`src/hw/rtl/prp_pkg.sv`:
```
// ----------------------------------------------------------------------------
// Point rotate / perspective package
// Shared types, register codes and the CORDIC arctangent table.
// ----------------------------------------------------------------------------
`default_nettype none

package prp_pkg;

  localparam int CFG_AW   = 5;
  localparam int TRIG_W   = 18;
  localparam int ATAN_LEN = 24;
  localparam int ATAN_IW  = 5;
  localparam int CORDIC_W = 34;

  localparam logic signed [CORDIC_W-1:0] CORDIC_X0   = 34'sd652032874;
  localparam logic        [15:0]         FOCAL_RESET = 16'd10000;

  typedef enum logic [2:0] {
    REG_ANGLE_X = 3'd0,
    REG_ANGLE_Y = 3'd1,
    REG_ANGLE_Z = 3'd2,
    REG_FOCAL   = 3'd3,
    REG_SHIFT_X = 3'd4,
    REG_SHIFT_Y = 3'd5,
    REG_SHIFT_Z = 3'd6
  } reg_idx_t;

  typedef enum logic [1:0] {
    TRG_IDLE,
    TRG_RUN,
    TRG_STORE
  } trg_state_t;

  typedef logic signed [TRIG_W-1:0] trig_val_t;

  typedef struct packed {
    trig_val_t cx;
    trig_val_t sx;
    trig_val_t cy;
    trig_val_t sy;
    trig_val_t cz;
    trig_val_t sz;
  } trig_t;

  // atan(2^-i) in units of 2^-32 turn
  function automatic logic [31:0] atan_turn(input logic [ATAN_IW-1:0] idx);
    logic [31:0] v;
    case (idx)
      5'd0:    v = 32'h20000000;
      5'd1:    v = 32'h12E4051E;
      5'd2:    v = 32'h09FB385B;
      5'd3:    v = 32'h051111D4;
      5'd4:    v = 32'h028B0D43;
      5'd5:    v = 32'h0145D7E1;
      5'd6:    v = 32'h00A2F61E;
      5'd7:    v = 32'h00517C55;
      5'd8:    v = 32'h0028BE53;
      5'd9:    v = 32'h00145F2F;
      5'd10:   v = 32'h000A2F98;
      5'd11:   v = 32'h000517CC;
      5'd12:   v = 32'h00028BE6;
      5'd13:   v = 32'h000145F3;
      5'd14:   v = 32'h0000A2FA;
      5'd15:   v = 32'h0000517D;
      5'd16:   v = 32'h000028BE;
      5'd17:   v = 32'h0000145F;
      5'd18:   v = 32'h00000A30;
      5'd19:   v = 32'h00000518;
      5'd20:   v = 32'h0000028C;
      5'd21:   v = 32'h00000146;
      5'd22:   v = 32'h000000A3;
      5'd23:   v = 32'h00000051;
      default: v = 32'h0;
    endcase
    return v;
  endfunction

endpackage

`default_nettype wire

```
`src/hw/rtl/prp_trig.sv`:
```
// ----------------------------------------------------------------------------
// Trig cache
// Iterative CORDIC that refreshes cos/sin of each angle after it is written.
// ----------------------------------------------------------------------------
`default_nettype none

module prp_trig #(
  parameter int CORDIC_STEPS = 16
) (
  input  wire logic           clk,
  input  wire logic           rst_n,
  input  wire logic [2:0]     start,
  input  wire logic [15:0]    angle_x,
  input  wire logic [15:0]    angle_y,
  input  wire logic [15:0]    angle_z,
  output prp_pkg::trig_t      trig,
  output logic                busy
);
  import prp_pkg::*;

  localparam int NSTEP = (CORDIC_STEPS > ATAN_LEN) ? ATAN_LEN : CORDIC_STEPS;

  trg_state_t state_r, state_nxt;
  logic [2:0] pend_r, pend_nxt, clr;
  logic [1:0] sel_r, sel_nxt, pick;
  logic [1:0] quad_r, quad_nxt;
  logic [ATAN_IW-1:0] step_r, step_nxt;
  logic signed [CORDIC_W-1:0] x_r, y_r, z_r, x_nxt, y_nxt, z_nxt;
  logic signed [CORDIC_W-1:0] dx, dy, at, c_v, s_v;
  logic [15:0] ang;
  trig_t cache_r;

  function automatic trig_val_t to_q16(input logic signed [CORDIC_W-1:0] v);
    logic signed [CORDIC_W:0] t;
    logic signed [CORDIC_W:0] r;
    t = (CORDIC_W+1)'(v) + (CORDIC_W+1)'(8192);
    r = t >>> 14;
    if (r > (CORDIC_W+1)'(65536)) begin
      r = (CORDIC_W+1)'(65536);
    end else if (r < -(CORDIC_W+1)'(65536)) begin
      r = -(CORDIC_W+1)'(65536);
    end
    return r[TRIG_W-1:0];
  endfunction

  always_comb begin
    if (pend_r[0]) begin
      pick = 2'd0;
    end else if (pend_r[1]) begin
      pick = 2'd1;
    end else begin
      pick = 2'd2;
    end
    case (pick)
      2'd0:    ang = angle_x;
      2'd1:    ang = angle_y;
      default: ang = angle_z;
    endcase
  end

  // next state
  always_comb begin
    state_nxt = state_r;
    case (state_r)
      TRG_IDLE: begin
        if (pend_r != 3'b000) state_nxt = TRG_RUN;
      end
      TRG_RUN: begin
        if (step_r == ATAN_IW'(NSTEP - 1)) state_nxt = TRG_STORE;
      end
      TRG_STORE: state_nxt = TRG_IDLE;
      default:   state_nxt = TRG_IDLE;
    endcase
  end

  // outputs
  always_comb begin
    busy = (state_r != TRG_IDLE) || (pend_r != 3'b000);
    clr  = 3'b000;
    if (state_r == TRG_IDLE && pend_r != 3'b000) clr = 3'b001 << pick;
  end

  always_comb begin
    dx = y_r >>> step_r;
    dy = x_r >>> step_r;
    at = $signed({2'b00, atan_turn(step_r)});
    x_nxt    = x_r;
    y_nxt    = y_r;
    z_nxt    = z_r;
    step_nxt = step_r;
    sel_nxt  = sel_r;
    quad_nxt = quad_r;
    pend_nxt = (pend_r & ~clr) | start;
    case (state_r)
      TRG_IDLE: begin
        if (pend_r != 3'b000) begin
          sel_nxt  = pick;
          quad_nxt = ang[15:14];
          x_nxt    = CORDIC_X0;
          y_nxt    = '0;
          z_nxt    = $signed({4'b0000, ang[13:0], 16'h0000});
          step_nxt = '0;
        end
      end
      TRG_RUN: begin
        if (!z_r[CORDIC_W-1]) begin
          x_nxt = x_r - dx;
          y_nxt = y_r + dy;
          z_nxt = z_r - at;
        end else begin
          x_nxt = x_r + dx;
          y_nxt = y_r - dy;
          z_nxt = z_r + at;
        end
        step_nxt = step_r + 1'b1;
      end
      default: ;
    endcase
    case (quad_r)
      2'd0: begin
        c_v = x_r;
        s_v = y_r;
      end
      2'd1: begin
        c_v = -y_r;
        s_v = x_r;
      end
      2'd2: begin
        c_v = -x_r;
        s_v = -y_r;
      end
      default: begin
        c_v = y_r;
        s_v = -x_r;
      end
    endcase
  end

  always_ff @(posedge clk) begin
    if (!rst_n) begin
      state_r <= TRG_IDLE;
      pend_r  <= 3'b111;
    end else begin
      state_r <= state_nxt;
      pend_r  <= pend_nxt;
    end
  end

  always_ff @(posedge clk) begin
    x_r    <= x_nxt;
    y_r    <= y_nxt;
    z_r    <= z_nxt;
    step_r <= step_nxt;
    sel_r  <= sel_nxt;
    quad_r <= quad_nxt;
    if (state_r == TRG_STORE) begin
      case (sel_r)
        2'd0: begin
          cache_r.cx <= to_q16(c_v);
          cache_r.sx <= to_q16(s_v);
        end
        2'd1: begin
          cache_r.cy <= to_q16(c_v);
          cache_r.sy <= to_q16(s_v);
        end
        default: begin
          cache_r.cz <= to_q16(c_v);
          cache_r.sz <= to_q16(s_v);
        end
      endcase
    end
  end

  assign trig = cache_r;

endmodule

`default_nettype wire

```
`config.mk`:
```
export PLATFORM = sky130hd
export DESIGN_NAME = prp_trig
export DESIGN_NICKNAME = d
export VERILOG_FILES = /design/src/hw/rtl/prp_pkg.sv /design/src/hw/rtl/prp_trig.sv
export SDC_FILE = /design/constraint.sdc
export NUM_CORES = 1
export LEC_CHECK = 0
export ABC_AREA = 1
export BUFFER_PORTS_ARGS = -buffer_cell sky130_fd_sc_hd__buf_4
export CAP_MARGIN = 15
export CORE_ASPECT_RATIO = 0.6
export CORE_UTILIZATION = 45
export DETAILED_ROUTE_END_ITERATION = 8
export RECOVER_POWER = 25
export SYNTH_ARGS = -nofsm -noshare
export SYNTH_HDL_FRONTEND = slang
export SYNTH_SLANG_ARGS = --single-unit
```
`constraint.sdc`:
```
create_clock -name clk -period 5.5 [get_ports clk]
set_input_delay 1.375 -clock clk [delete_from_list [all_inputs] [get_ports clk]]
set_output_delay 1.375 -clock clk [all_outputs]
set_load 0.005 [all_outputs]
```
== After elaboration in Yosys (flattened, before gate mapping) ==
Memories as Yosys holds them, arrays and structs flattened. A register that Yosys moved wholly into a read port is not among the register bits.
Index checks and enable logic that the tools add are counted.

* Bits in registers: 224
* Latch bits: 0
* RAM bits: 0
* Bits in read-only memories: 960
* Word-level logic and storage cells: 87
* Memories kept: 1

* Add/subtract/negate cells: 11
* $mul: 0
* Divide/modulo/power cells: 0
* $lt $le $gt $ge: 4
* Equality and inequality tests: 9
* Shift operators: 3
* Multiplexer cells: 25
* Bitwise logic cells: 4
* Reductions and logical operators: 16

{| class="wikitable"
|+ Memories
! name !! words !! bits a word !! read ports !! clocked after memory_dff !! wr ports !! line !! text
|-
| (no name shown) || 32 || 30 || 1 || 1 || 0 || prp_pkg.sv:48 || <nowiki>case (idx)</nowiki>
|}

{| class="wikitable"
|+ Operators with widths
! kind !! count
|-
| $mux 34 || 6
|-
| $pmux 34 s2 || 3
|-
| $pmux 34 s3 || 2
|-
| $mux 18 || 4
|-
| $add 34x15->35 const B || 2
|-
| $add 34x34->34 || 2
|-
| $neg 34->34 || 2
|-
| $sshr 34x5->34 || 2
|-
| $sub 34x34->34 || 2
|-
| $gt 21x18->1 const B || 2
|-
| $lt 21x17->1 const B || 2
|-
| $add 34x33->34 || 1
|-
| $sub 34x33->34 || 1
|-
| $pmux 16 s2 || 1
|-
| $reduce_and 2->1 || 6
|-
| $mux 5 || 2
|-
| $pmux 5 s2 || 1
|-
| $eq 2x1->1 const B || 4
|-
| $logic_not 2->1 || 4
|-
| $mux 2 || 4
|-
| $add 5x1->5 const B || 1
|-
| $eq 5x4->1 const B || 1
|-
| $eq 2x2->1 const B || 2
|-
| $ne 2x2->1 const B || 2
|-
| other kinds (12) || 13
|}

== Logic depth before layout (Yosys ltp) ==
* Depth after elaboration: 7
* Depth in mapped cells: 36
* Mapped depth without buffers: 35

== Least setup slack after synthesis ==
OpenSTA, ideal clock, no wires.

* Path type: register -> register
* Start: register step_r[1]
* End: register y_r[26] (data pin)
* Arrival: 4518 ps
* Path slack: 723 ps
* Cell stages (with the launch flop): 30
* Clock period less this slack: 4777 ps
* Cells stage by stage: edfxtp_1 -> inv_2 -> buf_1 -> mux2i_1 -> nand2_1 -> nand2_1 -> nand2_1 -> nand3_1 -> o21ai_0 -> inv_1 -> ha_1 -> nand2_1 -> nor2_1 -> nand3b_1 -> nor2_1 -> nand3_1 -> o21ai_1 -> xnor2_1 -> ha_1 -> nand2_1 -> nor2_1 -> nand4_1 -> o21ai_0 -> a31oi_1 -> o21ai_0 -> a21oi_1 -> o21ai_0 -> a21oi_1 -> o21ai_0 -> a21oi_1

* Longest elaborated chain between the ends: 4
* Elaborated cells between the ends (all ways): 5

{| class="wikitable"
|+ Ends and longest elaborated chain
! what !! line !! text
|-
| start: declaration || prp_trig.sv:27 || <nowiki>logic [ATAN_IW-1:0] step_r, step_nxt;</nowiki>
|-
| start signal: assignment || prp_trig.sv:153 || <nowiki>step_r <= step_nxt;</nowiki>
|-
| $sshr 34x5->34 * || prp_trig.sv:85 || <nowiki>dy = x_r >>> step_r;</nowiki>
|-
| $add 34x34->34 or $sub 34x34->34 (tied branches) || prp_trig.sv:108, prp_trig.sv:112 ||
|-
| $mux 34 * || prp_trig.sv:106 || <nowiki>if (!z_r[CORDIC_W-1]) begin</nowiki>
|-
| $pmux 34 s2 * || prp_trig.sv:94 || <nowiki>case (state_r)</nowiki>
|-
| end signal: assignment || prp_trig.sv:151 || <nowiki>y_r <= y_nxt;</nowiki>
|-
| end: declaration || prp_trig.sv:28 || <nowiki>logic signed [CORDIC_W-1:0] x_r, y_r, z_r, x_nxt, y_nxt, z_nxt;</nowiki>
|}

Every way passes the cells marked *; elsewhere a longest branch is shown, timed or not.
A chain may end at the register's enable or synchronous reset.

== Final worst setup path ==
* Start: register step_r[0]
* End: register x_r[23] (data pin)

* Longest elaborated chain between the ends: 4
* Elaborated cells between the ends (all ways): 5

{| class="wikitable"
|+ Ends and longest elaborated chain
! what !! line !! text
|-
| $sshr 34x5->34 * || prp_trig.sv:84 || <nowiki>dx = y_r >>> step_r;</nowiki>
|-
| $sub 34x34->34 or $add 34x34->34 (tied branches) || prp_trig.sv:107, prp_trig.sv:111 ||
|-
| $mux 34 * || prp_trig.sv:106 ||
|-
| $pmux 34 s2 * || prp_trig.sv:94 ||
|-
| end signal: assignment || prp_trig.sv:150 || <nowiki>x_r <= x_nxt;</nowiki>
|-
| end: declaration || prp_trig.sv:28 ||
|}

Marked as above.

==> impl_metrics.yaml <==
floorplan:
  die_y_um: 184
  fp.dieW_um: 306
  num_rows: 66
  ioPinCount: 162
  coreArea_sq_um: 54500
  die-area_sq_um: 56500
  initial_core_util: 0.458
yosys:
  yosys-top-cells-area: "edfxtp_1 (26%), nand2_1 (17%), o21ai_0 (6.9%), inv_1 (6.0%), nor2_1 (5.9%)"
  synth_cells: 3828
  synth_nets: 3997
  netlist.area_leader.share: 0.263
  yosysSeqAreaShare: 0.291
  synth_warnings: 0
  synth_edf_count: 219
  synth_flop_cell: "edfxtp_1"
  yosysTopAreaCell: "edfxtp_1"
  syn-cell-area_sq_um: 25000
  avgSynthCellArea_sq_um: 6.52
  synth_cell_types: 60
  synthArstFlopShare: 0
  ys_ff_latch: 254
drt:
  vias_per_cell: 5.66
  postRouteAntennaNets: 0
  avgRoutedWirePerCell_um: 21.0
  routed_wl_mm: 101
  dr_total_vias: 27100
  dr.pass1.iters: 6
  drc: 0
  drtIter0Drc: 3739
pwr:
  pwr-share-comb: 0.704
  power_leakage_nw: 13.4
  internal-power_mw: 7.56
  p_total_mw: 17.0
  switching_share: 0.554
  p_seq_frac: 0.182
  peakVddDrop_uv: 306
  switchingPower_mw: 9.41
  powerDensity_nw_per_um2: 586
  clockPowerShare: 0.114
global_routing:
  grtUsageTotal: 0.349
  gr-total-overflow: 0
  grt_pass1_vias: 23800
  grt_pass1_wl_mm: 149
  grt_start_max_net_pins: 64
  antenna_found_initial: 2
cells_and_area:
  drive_gt1_frac: 0.143
  utilization: 0.531
  n_fill_cell: 5569
  final_cells: 4788
  layout.nets: 4221
  syn2layout_area_growth_pct: 15.9
sta:
  rsz0062_at_grt: "yes"
  layout_setup_ws_ps: 179
  fin_crit_sh: 0.968
  setup-violations-final: 0
  worst_pin_slew_ps: 958
  skew_ps: 18.3
  fmaxAchievable_mhz: 188
  holdWs_ps: 452
  hold_violations: 0
  drv_slew: 0
  min_period_ps: 5320
  max_slew_margin: 0.361
placed_design:
  io_buffers: 161
  gp_congestion: 1.10
  dpl.hpwl_mm: 81.3
  dp_slack_ps: -108
  placed_cells: 4721
clock_network:
  clockBufferDepth: 3
  hold_buffers: 0
  clk_latency_ps: 600
  cts_tree: "built"
  root_buffer: "clkbuf_16"
  htree_num_levels: 1
  clock-sinks: 254
  path_clk_slew_ps: 70
  numCtsBuffers: 27
critical_path:
  reg2reg_depth: 28
  critPathMaxFanout: 26
  cp-start-kind: "register"
  cp_data_arrival_time_ps: 5610
  worstPathRequired_ps: 5790
  slowest_stage: "edfxtp_1"
  cp-end-kind: "register"
  slowest_delay_ps: 540
  crit_type: "reg -> reg"
worst_hold_path:
  hold_class: "reg -> reg"
  holdPathStages: 2
run:
  cap_violations: 0
run_status:
  outcome: "finished, final reports clean"
-- path summary, 6_finish.rpt --
check	start	end	slack [ps]
setup / recovery	step_r[0]	x_r[23]	180
hold / removal	pend_r[2]	pend_r[2]	450
setup reg to reg	step_r[0]	x_r[23]	180
hold reg to reg	pend_r[2]	pend_r[2]	450
-- metal layers --
| layer | routed length (um) | global-route usage |
|---|---|---|
| met1 | 51300 | 0.574 |
| met2 | 32900 | 0.396 |
| met3 | 15200 | 0.153 |
| met4 | 1320 | 0.0456 |
| met5 | 10 | 0 |
-- placed cells by master, fill, tap and decap left out, types with 80 or more instances in the layout --
cell type / instances
buf_4: 308
o21ai_1: 98
inv_1: 396
xor2_1: 80
nand2_1: 1095
ha_1: 111
nand3_1: 254
a21oi_1: 226
nor2_1: 381
o21ai_0: 300
edfxtp_1: 219
-- sequential cells by signal (all words and copies together) (netlist names) --
| signal | cells |
|---|---|
| x_r | 34 |
| trig | 108 |
| quad_r | 2 |
| state_r | 2 |
| y_r | 34 |
| pend_r | 3 |
| z_r | 34 |
| step_r | 5 |
| sel_r | 2 |
| at | 30 |
-- power groups by stage --
stage / Clock (mW) / Sequential [mW] / Combinational [mW]
6_report: 1.94 / 3.09 / 11.9
5_1_grt: 2.03 / 3.10 / 13.1
4_1_cts: 1.97 / 3.05 / 11.2
3_5_place_dp: 0 / 3.08 / 11.1
3_3_place_gp: 0 / 3.09 / 11.1
2_1_floorplan: 0 / 2.92 / 7.56
-- cell families after synthesis --
group	after synthesis	synth area share
and+or+nand+nor	1997	0.342
AOI/OAI and AO/OA	789	0.173
buffers and inverters	541	0.0872
DFF	254	0.291
adders and majority gates	116	0.0590
xor gates and xnor gates	105	0.0368
muxes	26	0.0105
-- cell type report --
cell class	count	area [sq um]	share of cell area
multi-input cells	3033	15800	0.546
flip-flops and latches	254	7280	0.251
repair buffers	322	2530	0.0874
inverters	414	1560	0.0538
well taps	714	893	0.0309
clock buffers	31	691	0.0239
clock inverters	18	200	0.00692
diodes	2	5.00	0.000173
-- cells in the mapped netlist, types with 45 or more instances --
library cell,count
nor2_1,393
xor2_1,82
inv_1,400
nand4_1,45
nand2_1,1101
a21oi_1,240
ha_1,113
clkbuf_1,54
nor2_2,56
nand3_1,255
o21ai_0,343
edfxtp_1,219
o21ai_1,66
-- what timing repair did --
item	in CTS	in global routing
gates resized for setup	5	111
buffers inserted	0	13
gates cloned	0	2
pin swaps	0	17
endpoints found under the hold margin	0	0
endpoints found under the setup margin	8	35
-- metrics by stage --
| stage | TNS, ps | cell area [sq um] |
|---|---|---|
| floorplan | 0 | 25000 |
| global placement | -25.3 | 27600 |
| detailed placement | -391 | 27600 |
| CTS | 0 | 28500 |
| global route | -401 | 28900 |
| finish | 0 | 28900 |
-- critical path, delay by kind of cell (launching register included) --
family	cells	cell delay, ps
xor+xnor	1	180
flops	1	540
simple gates	8	1210
compound gates	12	2010
fa+ha+maj	2	520
buf+inv	5	550
(Power assumes the default switching activity.)
